===== config.mk =====
export PLATFORM = sky130hd
export DESIGN_NAME = fingerprint_dissimilarity
export DESIGN_NICKNAME = d
export VERILOG_FILES = /design/src/hdl/fdis_pkg.sv /design/src/hdl/fdis_front.sv /design/src/hdl/fdis_jobq.sv /design/src/hdl/fdis_back.sv /design/src/hdl/fingerprint_dissimilarity.sv
export SDC_FILE = /design/constraint.sdc
export NUM_CORES = 1
export LEC_CHECK = 0
export BUFFER_PORTS_ARGS = -buffer_cell sky130_fd_sc_hd__buf_2
export CAP_MARGIN = 0
export CELL_PAD_IN_SITES_DETAIL_PLACEMENT = 1
export CELL_PAD_IN_SITES_GLOBAL_PLACEMENT = 2
export CORE_ASPECT_RATIO = 0.9
export CORE_MARGIN = 1
export CORE_UTILIZATION = 40
export DETAILED_ROUTE_END_ITERATION = 7
export GPL_TIMING_DRIVEN = 0
export PLACE_DENSITY_LB_ADDON = 0.3
export SETUP_SLACK_MARGIN = 0.1
export SLEW_MARGIN = 20
export SYNTH_ARGS = -nofsm -noshare
export SYNTH_HDL_FRONTEND = slang
export SYNTH_SLANG_ARGS = --single-unit

===== constraint.sdc =====
create_clock -name clk -period 13.2 [get_ports clk]
set_clock_uncertainty 0.05 [all_clocks]
set_input_delay 1.32 -clock clk [delete_from_list [all_inputs] [get_ports clk]]
set_output_delay 1.32 -clock clk [all_outputs]
set_load 0.005 [all_outputs]

===== src/hdl/fdis_pkg.sv =====
// fdis_pkg: shared types, widths and helper functions of the fingerprint
// dissimilarity block. No dependencies.
`default_nettype none

package fdis_pkg;

	localparam int WORD_W      = 16;
	localparam int CNT_W       = 12;
	localparam int WT_W        = 16;
	localparam int RES_W       = 20;
	localparam int POP_W       = 5;
	localparam int PROD_W      = CNT_W + WT_W;
	localparam int DEN_W       = 30;
	localparam int TAN_W       = CNT_W + 2;
	localparam int DIV_W       = 41;
	localparam int DIV_CW      = $clog2(DIV_W);
	localparam int TAN_SHIFT   = 16;
	localparam int TVE_SHIFT   = 28;
	localparam int MAX_WORDS_DEF = 128;
	localparam int JQ_DEPTH    = 2;
	localparam int JQ_AW       = $clog2(JQ_DEPTH);
	localparam int JQ_CW       = $clog2(JQ_DEPTH + 1);
	localparam int APB_DW      = 32;
	localparam int APB_AW      = 4;

	localparam logic [CNT_W-1:0]  CNT_MAX  = {CNT_W{1'b1}};
	localparam logic [RES_W:0]    ONE_Q16  = 21'd65536;
	localparam logic [RES_W-1:0]  RES_MIN  = 20'h80000;
	localparam logic [RES_W-1:0]  RES_MAX  = 20'h7FFFF;
	// largest quotient magnitudes that stay inside the result range
	localparam logic [DIV_W-1:0]  QPOS_LIM = 41'd589824;
	localparam logic [DIV_W-1:0]  QNEG_LIM = 41'd458751;

	localparam logic [WT_W-1:0]   WT_RST   = 16'd4096;

	typedef enum logic [1:0] {
		REG_MEASURE  = 2'd0,
		REG_W_AONLY  = 2'd1,
		REG_W_BONLY  = 2'd2,
		REG_W_COMMON = 2'd3
	} reg_idx_t;

	typedef enum logic [2:0] {
		BK_IDLE,
		BK_MUL,
		BK_DEN,
		BK_DIV,
		BK_FIN,
		BK_HOLD
	} bk_state_t;

	typedef struct packed {
		logic            measure;
		logic [WT_W-1:0] w_a_only;
		logic [WT_W-1:0] w_b_only;
		logic [WT_W-1:0] w_common;
	} cfg_t;

	typedef struct packed {
		logic [CNT_W-1:0] common;
		logic [CNT_W-1:0] a_only;
		logic [CNT_W-1:0] b_only;
		logic [CNT_W-1:0] total_a;
		logic [CNT_W-1:0] total_b;
	} job_t;

	function automatic logic [POP_W-1:0] pop16(input logic [WORD_W-1:0] v);
		logic [WORD_W-1:0] s1;
		logic [WORD_W-1:0] s2;
		logic [WORD_W-1:0] s3;
		logic [WORD_W-1:0] s4;
		s1 = (v & 16'h5555) + ((v >> 1) & 16'h5555);
		s2 = (s1 & 16'h3333) + ((s1 >> 2) & 16'h3333);
		s3 = (s2 & 16'h0F0F) + ((s2 >> 4) & 16'h0F0F);
		s4 = (s3 & 16'h00FF) + ((s3 >> 8) & 16'h00FF);
		return s4[POP_W-1:0];
	endfunction

	function automatic logic [CNT_W-1:0] sat_add(input logic [CNT_W-1:0] c,
			input logic [POP_W-1:0] add);
		logic [CNT_W:0] sum;
		sum = {1'b0, c} + (CNT_W+1)'(add);
		return (sum > {1'b0, CNT_MAX}) ? CNT_MAX : sum[CNT_W-1:0];
	endfunction

endpackage

`default_nettype wire


===== src/hdl/fdis_front.sv =====
// fdis_front: accepts word pairs, popcounts them and keeps the running counts.
// Hands a finished set of counts to the job queue. Depends on fdis_pkg.
`default_nettype none

module fdis_front #(
	parameter int MAX_WORDS = fdis_pkg::MAX_WORDS_DEF
) (
	input  wire logic                        clk,
	input  wire logic                        arst_n,
	input  wire logic                        push,
	output logic                             full,
	input  wire logic [fdis_pkg::WORD_W-1:0] word_a,
	input  wire logic [fdis_pkg::WORD_W-1:0] word_b,
	input  wire logic                        last_word,
	input  wire logic [fdis_pkg::CNT_W-1:0]  total_bits_a,
	input  wire logic [fdis_pkg::CNT_W-1:0]  total_bits_b,
	input  wire logic                        jq_full,
	output logic                             jq_push,
	output fdis_pkg::job_t                   jq_data
);
	import fdis_pkg::*;

	localparam int WS_W = $clog2(MAX_WORDS + 1);

	logic [CNT_W-1:0] common_q;
	logic [CNT_W-1:0] a_only_q;
	logic [CNT_W-1:0] b_only_q;
	logic [WS_W-1:0]  words_q;
	logic             accept;
	logic             room;
	logic [CNT_W-1:0] common_n;
	logic [CNT_W-1:0] a_only_n;
	logic [CNT_W-1:0] b_only_n;

	assign full   = jq_full;
	assign accept = push && !jq_full;
	assign room   = (words_q < WS_W'(MAX_WORDS));

	// words past the limit are dropped, last_word still closes the comparison
	always_comb begin
		common_n = common_q;
		a_only_n = a_only_q;
		b_only_n = b_only_q;
		if (room) begin
			common_n = sat_add(common_q, pop16(word_a & word_b));
			a_only_n = sat_add(a_only_q, pop16(word_a & ~word_b));
			b_only_n = sat_add(b_only_q, pop16(word_b & ~word_a));
		end
	end

	assign jq_push         = accept && last_word;
	assign jq_data.common  = common_n;
	assign jq_data.a_only  = a_only_n;
	assign jq_data.b_only  = b_only_n;
	assign jq_data.total_a = total_bits_a;
	assign jq_data.total_b = total_bits_b;

	always_ff @(posedge clk or negedge arst_n) begin
		if (!arst_n) begin
			common_q <= '0;
			a_only_q <= '0;
			b_only_q <= '0;
			words_q  <= '0;
		end else if (accept) begin
			if (last_word) begin
				common_q <= '0;
				a_only_q <= '0;
				b_only_q <= '0;
				words_q  <= '0;
			end else begin
				common_q <= common_n;
				a_only_q <= a_only_n;
				b_only_q <= b_only_n;
				if (room) begin
					words_q <= words_q + WS_W'(1);
				end
			end
		end
	end

endmodule

`default_nettype wire


===== src/hdl/fdis_jobq.sv =====
// fdis_jobq: short queue of finished count sets between front and back.
// Depends on fdis_pkg.
`default_nettype none

module fdis_jobq (
	input  wire logic           clk,
	input  wire logic           arst_n,
	input  wire logic           wr_en,
	input  wire fdis_pkg::job_t wr_data,
	output logic                full,
	input  wire logic           rd_en,
	output logic                valid,
	output fdis_pkg::job_t      rd_data
);
	import fdis_pkg::*;

	job_t             entry_q [JQ_DEPTH];
	logic [JQ_AW-1:0] wptr_q;
	logic [JQ_AW-1:0] rptr_q;
	logic [JQ_CW-1:0] cnt_q;
	logic             do_wr;
	logic             do_rd;

	assign full    = (cnt_q == JQ_CW'(JQ_DEPTH));
	assign valid   = (cnt_q != '0);
	assign rd_data = entry_q[rptr_q];
	assign do_wr   = wr_en && !full;
	assign do_rd   = rd_en && valid;

	always_ff @(posedge clk) begin
		if (do_wr) begin
			entry_q[wptr_q] <= wr_data;
		end
	end

	always_ff @(posedge clk or negedge arst_n) begin
		if (!arst_n) begin
			wptr_q <= '0;
			rptr_q <= '0;
			cnt_q  <= '0;
		end else begin
			if (do_wr) begin
				wptr_q <= (wptr_q == JQ_AW'(JQ_DEPTH - 1)) ? '0 : wptr_q + JQ_AW'(1);
			end
			if (do_rd) begin
				rptr_q <= (rptr_q == JQ_AW'(JQ_DEPTH - 1)) ? '0 : rptr_q + JQ_AW'(1);
			end
			if (do_wr && !do_rd) begin
				cnt_q <= cnt_q + JQ_CW'(1);
			end else if (do_rd && !do_wr) begin
				cnt_q <= cnt_q - JQ_CW'(1);
			end
		end
	end

endmodule

`default_nettype wire


===== src/hdl/fdis_back.sv =====
// fdis_back: forms the divisor, runs a bit-serial rounded division and
// clamps the result; holds it until popped. Depends on fdis_pkg.
`default_nettype none

module fdis_back (
	input  wire logic                        clk,
	input  wire logic                        arst_n,
	input  wire fdis_pkg::cfg_t              cfg,
	input  wire logic                        job_valid,
	input  wire fdis_pkg::job_t              job,
	output logic                             job_pop,
	input  wire logic                        pop,
	output logic                             empty,
	output logic signed [fdis_pkg::RES_W-1:0] dissimilarity,
	output logic                             undefined,
	output logic                             saturated
);
	import fdis_pkg::*;

	bk_state_t         state_q;
	bk_state_t         state_n;
	job_t              job_q;
	logic [1:0]        step_q;
	logic [DEN_W-1:0]  acc_q;
	logic [DEN_W-1:0]  den_q;
	logic              neg_q;
	logic [DEN_W-1:0]  rem_q;
	logic [DIV_W-1:0]  quo_q;
	logic [DIV_CW-1:0] cnt_q;
	logic [RES_W-1:0]  res_q;
	logic              undef_q;
	logic              sat_q;

	logic [CNT_W-1:0]  mul_a;
	logic [WT_W-1:0]   mul_b;
	logic [PROD_W-1:0] mul_p;
	logic signed [TAN_W-1:0] tan_d;
	logic [TAN_W-1:0]  tan_mag;
	logic [DEN_W-1:0]  den_c;
	logic [DIV_W-1:0]  dvd_c;
	logic [DEN_W:0]    trial;
	logic              take;
	logic [RES_W:0]    diff;

	// one shared multiplier, one weighted count per cycle
	always_comb begin
		case (step_q)
			2'd0: begin
				mul_a = job_q.a_only;
				mul_b = cfg.w_a_only;
			end
			2'd1: begin
				mul_a = job_q.b_only;
				mul_b = cfg.w_b_only;
			end
			default: begin
				mul_a = job_q.common;
				mul_b = cfg.w_common;
			end
		endcase
		mul_p = PROD_W'(mul_a) * PROD_W'(mul_b);
	end

	// divisor and rounding-biased dividend
	always_comb begin
		tan_d   = $signed({2'b00, job_q.total_a}) + $signed({2'b00, job_q.total_b})
			- $signed({2'b00, job_q.common});
		tan_mag = tan_d[TAN_W-1] ? TAN_W'(-tan_d) : TAN_W'(tan_d);
		if (cfg.measure) begin
			den_c = acc_q;
			dvd_c = (DIV_W'(job_q.common) << TVE_SHIFT) + DIV_W'(den_c >> 1);
		end else begin
			den_c = DEN_W'(tan_mag);
			dvd_c = (DIV_W'(job_q.common) << TAN_SHIFT) + DIV_W'(den_c >> 1);
		end
	end

	assign trial = {rem_q, quo_q[DIV_W-1]};
	assign take  = (trial >= {1'b0, den_q});
	assign diff  = ONE_Q16 - (RES_W+1)'(quo_q);

	always_comb begin
		state_n = state_q;
		job_pop = 1'b0;
		unique case (state_q)
			BK_IDLE: begin
				if (job_valid) begin
					job_pop = 1'b1;
					state_n = cfg.measure ? BK_MUL : BK_DEN;
				end
			end
			BK_MUL: begin
				if (step_q == 2'd2) begin
					state_n = BK_DEN;
				end
			end
			BK_DEN: begin
				state_n = (den_c == '0) ? BK_HOLD : BK_DIV;
			end
			BK_DIV: begin
				if (cnt_q == DIV_CW'(DIV_W - 1)) begin
					state_n = BK_FIN;
				end
			end
			BK_FIN: begin
				state_n = BK_HOLD;
			end
			BK_HOLD: begin
				if (pop) begin
					state_n = BK_IDLE;
				end
			end
			default: begin
				state_n = BK_IDLE;
			end
		endcase
	end

	always_ff @(posedge clk or negedge arst_n) begin
		if (!arst_n) begin
			state_q <= BK_IDLE;
		end else begin
			state_q <= state_n;
		end
	end

	always_ff @(posedge clk) begin
		case (state_q)
			BK_IDLE: begin
				job_q  <= job;
				acc_q  <= '0;
				step_q <= '0;
			end
			BK_MUL: begin
				acc_q  <= acc_q + DEN_W'(mul_p);
				step_q <= step_q + 2'd1;
			end
			BK_DEN: begin
				den_q   <= den_c;
				neg_q   <= !cfg.measure && tan_d[TAN_W-1];
				rem_q   <= '0;
				quo_q   <= dvd_c;
				cnt_q   <= '0;
				res_q   <= '0;
				undef_q <= (den_c == '0);
				sat_q   <= 1'b0;
			end
			BK_DIV: begin
				rem_q <= take ? DEN_W'(trial - {1'b0, den_q}) : DEN_W'(trial);
				quo_q <= {quo_q[DIV_W-2:0], take};
				cnt_q <= cnt_q + DIV_CW'(1);
			end
			BK_FIN: begin
				if (neg_q) begin
					// negative divisor: result is one plus the quotient
					if (quo_q > QNEG_LIM) begin
						res_q <= RES_MAX;
						sat_q <= 1'b1;
					end else begin
						res_q <= RES_W'(ONE_Q16 + (RES_W+1)'(quo_q));
					end
				end else begin
					if (quo_q > QPOS_LIM) begin
						res_q <= RES_MIN;
						sat_q <= 1'b1;
					end else begin
						res_q <= diff[RES_W-1:0];
					end
				end
			end
			default: begin
			end
		endcase
	end

	assign empty         = (state_q != BK_HOLD);
	assign dissimilarity = $signed(res_q);
	assign undefined     = undef_q;
	assign saturated     = sat_q;

endmodule

`default_nettype wire


===== src/hdl/fingerprint_dissimilarity.sv =====
// fingerprint_dissimilarity: top level with the configuration registers,
// front counter, job queue and divider back end. Depends on fdis_pkg.
//
// Word pairs enter on push/full, one per cycle; the pair with last_word
// closes a comparison and carries the set-bit totals of A and B. Each
// comparison gives one word on the result side, read with empty/pop:
// dissimilarity (signed, 16 fraction bits), undefined (zero divisor,
// result 0) and saturated (clamped to the 20-bit range).
// The front takes a word every cycle while full is low; counts go into a
// two-entry queue. The back end holds one comparison at a time: it loads
// the counts, in Tversky mode sums the weighted counts on the shared
// multiplier, sets up and runs the 41-bit bit-serial divider and clamps
// the result in a finish step; a zero divisor skips the division. A result
// stays on the ports until popped; the back end waits meanwhile while the
// front keeps counting until the queue fills, then full rises.
// Configuration is written on the APB port while the block is idle: the
// user is bound to this, the block itself does not enforce it.
// Reset clears counts and queue, empties the result side and loads the
// default weights.
`default_nettype none

module fingerprint_dissimilarity #(
	parameter int MAX_WORDS = fdis_pkg::MAX_WORDS_DEF
) (
	input  wire logic                        clk,
	input  wire logic                        arst_n,
	input  wire logic                        psel,
	input  wire logic                        penable,
	input  wire logic                        pwrite,
	input  wire logic [fdis_pkg::APB_AW-1:0] paddr,
	input  wire logic [fdis_pkg::APB_DW-1:0] pwdata,
	output logic      [fdis_pkg::APB_DW-1:0] prdata,
	output logic                             pready,
	input  wire logic                        push,
	output logic                             full,
	input  wire logic [fdis_pkg::WORD_W-1:0] word_a,
	input  wire logic [fdis_pkg::WORD_W-1:0] word_b,
	input  wire logic                        last_word,
	input  wire logic [fdis_pkg::CNT_W-1:0]  total_bits_a,
	input  wire logic [fdis_pkg::CNT_W-1:0]  total_bits_b,
	output logic                             empty,
	input  wire logic                        pop,
	output logic signed [fdis_pkg::RES_W-1:0] dissimilarity,
	output logic                             undefined,
	output logic                             saturated
);
	import fdis_pkg::*;

	cfg_t     cfg_q;
	reg_idx_t reg_idx;
	logic     wr_en;
	logic     jq_full;
	logic     jq_push;
	job_t     jq_wdata;
	logic     jq_valid;
	logic     jq_pop;
	job_t     jq_rdata;

	assign pready  = 1'b1;
	assign reg_idx = reg_idx_t'(paddr[3:2]);
	assign wr_en   = psel && penable && pwrite && pready;

	always_ff @(posedge clk or negedge arst_n) begin
		if (!arst_n) begin
			cfg_q.measure  <= 1'b0;
			cfg_q.w_a_only <= WT_RST;
			cfg_q.w_b_only <= WT_RST;
			cfg_q.w_common <= WT_RST;
		end else if (wr_en) begin
			unique case (reg_idx)
				REG_MEASURE:  cfg_q.measure  <= pwdata[0];
				REG_W_AONLY:  cfg_q.w_a_only <= pwdata[WT_W-1:0];
				REG_W_BONLY:  cfg_q.w_b_only <= pwdata[WT_W-1:0];
				REG_W_COMMON: cfg_q.w_common <= pwdata[WT_W-1:0];
				default: begin
				end
			endcase
		end
	end

	always_comb begin
		unique case (reg_idx)
			REG_MEASURE:  prdata = APB_DW'(cfg_q.measure);
			REG_W_AONLY:  prdata = APB_DW'(cfg_q.w_a_only);
			REG_W_BONLY:  prdata = APB_DW'(cfg_q.w_b_only);
			REG_W_COMMON: prdata = APB_DW'(cfg_q.w_common);
			default:      prdata = '0;
		endcase
	end

	fdis_front #(
		.MAX_WORDS(MAX_WORDS)
	) u_front (
		.clk          (clk),
		.arst_n       (arst_n),
		.push         (push),
		.full         (full),
		.word_a       (word_a),
		.word_b       (word_b),
		.last_word    (last_word),
		.total_bits_a (total_bits_a),
		.total_bits_b (total_bits_b),
		.jq_full      (jq_full),
		.jq_push      (jq_push),
		.jq_data      (jq_wdata)
	);

	fdis_jobq u_jobq (
		.clk     (clk),
		.arst_n  (arst_n),
		.wr_en   (jq_push),
		.wr_data (jq_wdata),
		.full    (jq_full),
		.rd_en   (jq_pop),
		.valid   (jq_valid),
		.rd_data (jq_rdata)
	);

	fdis_back u_back (
		.clk           (clk),
		.arst_n        (arst_n),
		.cfg           (cfg_q),
		.job_valid     (jq_valid),
		.job           (jq_rdata),
		.job_pop       (jq_pop),
		.pop           (pop),
		.empty         (empty),
		.dissimilarity (dissimilarity),
		.undefined     (undefined),
		.saturated     (saturated)
	);

endmodule

`default_nettype wire


; ---- Yosys cells after proc, flatten, opt, wreduce, memory -nomap -nowiden
; Memory sizes are Yosys's and may differ from the RTL's. A register that Yosys moved wholly into a read port is not among the register bits.
; Cells that the tools add are included.
[totals]
mem_count = 1
input_bits = 100
output_inout_bits = 57
ram_bits = 120
register_bits = 262
elab_cells = 162
[mem_list]
columns = name, words, width, rd, rd_clocked_by_memory_dff, wr, line_no
row1 = u_jobq.entry_q, 2, 60, 1, 1, 1, fdis_jobq.sv:17  ; job_t entry_q [JQ_DEPTH];
[classes]
n_lt_le_gt_ge = 7
bitwise = 5
reduce_logical = 30
n_addsub = 31
n_eq_ne = 19
mux = 46
mul = 1
[ops]
columns = op, n
row1 = $pmux W32 S4, 1
row2 = $pmux W30 S2, 2
row3 = $mux W12, 9
row4 = $pmux W41 S2, 1
row5 = $mux W20, 3
row6 = $mux W30, 2
row7 = $add A15 B15 Y16, 3
row8 = $and A16 B16 Y16, 3
row9 = $add A14 B14 Y15, 3
row10 = $add A40 B29 Y41, 1
row11 = $gt A41 B19 Y1 const B, 1
row12 = $gt A41 B20 Y1 const B, 1
row13 = $mux W41, 1
row14 = $pmux W20 S2, 1
row15 = $add A12 B11 Y13, 3
row16 = $add A12 B5 Y13, 3
row17 = $gt A13 B12 Y1 const B, 3
row18 = $not A16 Y16, 2
row19 = $pmux W16 S2, 1
row20 = $ge A31 B30 Y1, 1
row21 = $add A30 B28 Y30, 1
row22 = $logic_not A30 Y1, 1
row23 = $sub A30 B30 Y30, 1
row24 = $add A28 B13 Y29, 1
row25 = 41 further kinds, 90

; ---- Longest topological paths before layout
[depth]
word_depth = 11
mapped_depth = 29
mapped_depth_nobuf = 27

; ---- Modules after synthesis
; A second synthesis with hierarchy kept.
[hier_totals]
cells_unflattened = 3152
hier_area_um2 = 32982.9
[modules_own_cells]
columns = module, seq_area_each_um2, n_inst, cells_each, area_each_um2
row1 = fdis_back, 6741.5, 1, 2149, 20155.6
row2 = fdis_front, 1101.1, 1, 632, 5545.3
row3 = fdis_jobq, 3703.6, 1, 206, 4829.6
row4 = fingerprint_dissimilarity, 1229.9, 1, 165, 2452.4

; ---- Least setup slack after synthesis
; OpenSTA, ideal clock, no wires.
[synth_timing]
kind = register to register
startpoint = reg u_back.step_q[0]
endpoint = reg u_back.acc_q[28], data pin
synth_period_minus_slack_ns = 7.051
stages_incl_launch_ff = 28
required_ns = 12.884
setup_slack_ns = 6.149
path_buffers = 3
setup_time_ns = 0.266
t_arrival_ns = 6.735
path_cell_list = edfxtp_1 > inv_1 > ha_1 > clkbuf_1 > clkbuf_1 > a22oi_1 > nand2_1 > clkbuf_1 > nand2_1 > fa_1 > inv_1 > fa_1 > fa_1 > inv_1 > fa_1 > inv_1 > fa_1 > ha_1 > o21ai_0 > a21boi_0 > o21ai_0 > a21oi_1 > a2111oi_0 > o2bb2ai_1 > o41ai_1 > o21ai_0 > xnor2_1 > nor2_1
[synth_via]
elab_chain_cells = 5
elab_cells_between_ends = 7
classes_between = add/sub (1) / mul (1) / eq/ne (1) / mux (3) / reduce/logical (1)
[synth_lines]
columns = item, line_no
row1 = "start, declared", fdis_back.sv:23  ; logic [1:0] step_q;
row2 = "start signal, assigned", fdis_back.sv:136  ; step_q <= step_q + 2'd1;
row3 = $eq A2 B1 Y1 or $logic_not A2 Y1 (tied branches), fdis_back.sv:47  ; case (step_q)
row4 = $pmux W12 S2 or $pmux W16 S2 (tied branches), fdis_back.sv:47
row5 = $mul A12 B16 Y28 (*), fdis_back.sv:61  ; mul_p = PROD_W'(mul_a) * PROD_W'(mul_b);
row6 = $add A30 B28 Y30 (*), fdis_back.sv:135  ; acc_q <= acc_q + DEN_W'(mul_p);
row7 = $pmux W30 S2 (*), fdis_back.sv:128  ; case (state_q)
row8 = "end signal, assigned", fdis_back.sv:135
row9 = "end, declared", fdis_back.sv:24  ; logic [DEN_W-1:0] acc_q;
; Mark *: on every way between the ends. The rest lies on a longest branch, timed or not.
; A chain may end at the register's enable or synchronous reset.

; ---- Worst setup path in the final report
; Same ends and word-level chain as after synthesis.

==> results.json <==
{
  "status": "finished, final reports clean",
  "clk_latency_ps": 610,
  "dieArea_um2": 80400,
  "worstHoldPathType": "reg2reg",
  "yosys_warnings": 0,
  "hpwlAfterDp_um": 72550,
  "ctsResizeCount": 0,
  "synth_top_area_share": 0.3239,
  "antenna_found_initial": 0,
  "vias_per_cell": 5.434,
  "routed_wl_um": 91220,
  "final_nets": 3724,
  "yosysSeqAreaShare": 0.4029,
  "rows": 97,
  "fillers": 8632,
  "synth.top_cells.by_area": "edfxtp_1 32%, fa_1 12%, ha_1 8.8%",
  "ant_nets": 0,
  "io_buffer_count": 120,
  "setup_violations": 0,
  "htreeDepth": 2,
  "gp_congestion": 0.8780,
  "area_delta_synth_final_pct": 12.73,
  "max_slew_margin": 0.2174,
  "root_buffer": "clkbuf_16",
  "ios": 157,
  "drive_above_1_share": 0.1290,
  "overflow": 0,
  "endpoint_kind": "flop",
  "required_ps": 13500,
  "dr.first_iter.drc_count": 1130,
  "grt_max_degree": 66,
  "cp_max_fo": 10,
  "start_util": 0.4057,
  "synth_flop_cell": "edfxtp_1",
  "wl_per_cell_um": 21.27,
  "synthesis.area_um2": 31710,
  "tns_ps": 0,
  "drv_cap": 0,
  "track_usage": 0.2286,
  "yosysMostFrequentCell": "inv_1",
  "min_period_ps": 9809,
  "yosysTopAreaCell": "edfxtp_1",
  "synth_commonest_cells": "355 x inv_1, 342 x edfxtp_1, 332 x nand2_1",
  "cts_buffer_depth": 3,
  "hold_viol_final": 0,
  "synth_edf_count": 342,
  "yosys_register_bits": 442,
  "syn-instance-count": 3001,
  "post_cts_buffers": 0,
  "crit_type": "reg2reg",
  "worst_pin_slew_ps": 1165,
  "rsz0062_at_grt": "false",
  "core_area_um2": 78160,
  "vias": 23299,
  "cts_tree": "yes",
  "grt_pass1_vias": 25378,
  "ys_types": 90,
  "drv_slew": 0,
  "postCtsHoldBufs": 0,
  "clock.fmax_mhz": 101.9,
  "clk_pin_slew_worst_paths_ps": 60,
  "cts_made_buffers": 50,
  "die_height_um": 269.1,
  "crit_arrival_ps": 10110,
  "die_w_um": 298.8,
  "post-route-period-util": 0.7431,
  "synth.avg_cell_area_um2": 10.57,
  "startpoint_type": "flop",
  "first_pass_iters": 5,
  "drc": 0,
  "grt_pass1_wl_um": 144400,
  "async_flop_share": 0.2262,
  "cts_sinks": 442
}
-- path summary, 6_finish.rpt --
check	slack, ps	startpoint	end	cells past startpoint
worst max-delay path	3390	u_back.step_q[0]$_SDFFCE_PN0P_	u_back.acc_q[28]$_SDFFCE_PN0P_	27
worst min-delay path	490	u_jobq.entry_q[0][7]$_DFFE_PP_	u_back.job_q[7]$_DFFE_PN_	1
worst max register to register	3390	u_back.step_q[0]$_SDFFCE_PN0P_	u_back.acc_q[28]$_SDFFCE_PN0P_	27
worst min register to register	490	u_jobq.entry_q[0][7]$_DFFE_PP_	u_back.job_q[7]$_DFFE_PN_	1
max in group asynchronous	11810	arst_n	u_back.state_q[0]$_DFFE_PN0P_	2
min in group asynchronous	560	arst_n	cfg_q[18]$_DFFE_PN0P_	1
-- critical path: stages, from the launching register on --
cell and delay (ps):
edfxtp_1 410, inv_1 100, ha_1 240, clkbuf_1 600, clkbuf_1 650, a22oi_1 340
nand2_1 440, clkbuf_1 510, nand2_1 160, fa_1 560, inv_1 50, fa_1 480
fa_1 510, inv_1 50, fa_1 480, inv_1 60, fa_1 480, ha_1 350
o21ai_0 240, a21boi_0 240, o21ai_0 230, a21oi_1 120, a2111oi_0 930, o2bb2ai_1 310
o41ai_1 490, o21ai_0 220, xnor2_1 190, nor2_1 50
-- cells by family after synthesis --
kind of cell,share of synthesized area
buf+inv,0.05797
flops,0.4029
xor+xnor,0.03232
compound gates,0.1182
fa+ha+maj,0.2101
simple gates,0.1224
other cells,0.0002368
mux,0.05584
-- sequential cells by signal, summed over array words and instances, names as in the netlist, 20 cells and up --
signal / cells
cfg_q: 49
u_back.quo_q: 41
u_back.dissimilarity: 20
u_back.job_q: 60
u_back.rem_q: 30
u_jobq.entry_q: 120
u_back.den_q: 30
u_back.acc_q: 30
-- layout by cell type (no fill, tap or decap), types with 97 or more instances in the layout --
master	count
fa_1	194
a21oi_1	150
nor2_1	195
dfrtp_1	97
nand2_1	332
ha_1	222
o21ai_0	106
edfxtp_1	342
buf_2	124
mux2_2	133
inv_1	355
-- routing by layer --
| metal | global-route usage | vias up | routed length [um] |
|---|---|---|---|
| li1 | - | 10795 | - |
| met1 | 0.3055 | 11974 | 40940 |
| met2 | 0.3939 | 405 | 44710 |
| met3 | 0.02731 | 125 | 3571 |
| met4 | 0.05545 | 0 | 1989 |
| met5 | 0 | - | 0 |
-- stage by stage --
stage	instances	area [um2]	setup slack, ps	util	hold WS [ps]
after floorplan	3016	31760	6149	-	410.8
after global placement	4175	33660	3535	0.4307	426.2
after detailed placement	4194	34000	3331	0.4350	476.8
after CTS	4286	35730	3373	0.4571	485.5
after global routing	4287	35740	2833	0.4573	505.2
final	4288	35750	3391	0.4573	487.5
-- cell type report --
cell class | instances | area (um2) | share of cell area
clock inverter | 37 | 459.2 | 0.01285
clock buffer | 55 | 1270 | 0.03553
antenna | 1 | 2.502 | 0.00007001
timing repair buffer | 140 | 902.1 | 0.02524
tap | 1039 | 1300 | 0.03637
buffer | 115 | 501.7 | 0.01404
inverter | 356 | 1336 | 0.03738
multi-input combinational | 2103 | 17200 | 0.4811
sequential | 442 | 12780 | 0.3574
Power is left out: the tool's default activity adds up to more than one toggle a clock period on the data nets, which glitch-free logic cannot reach.
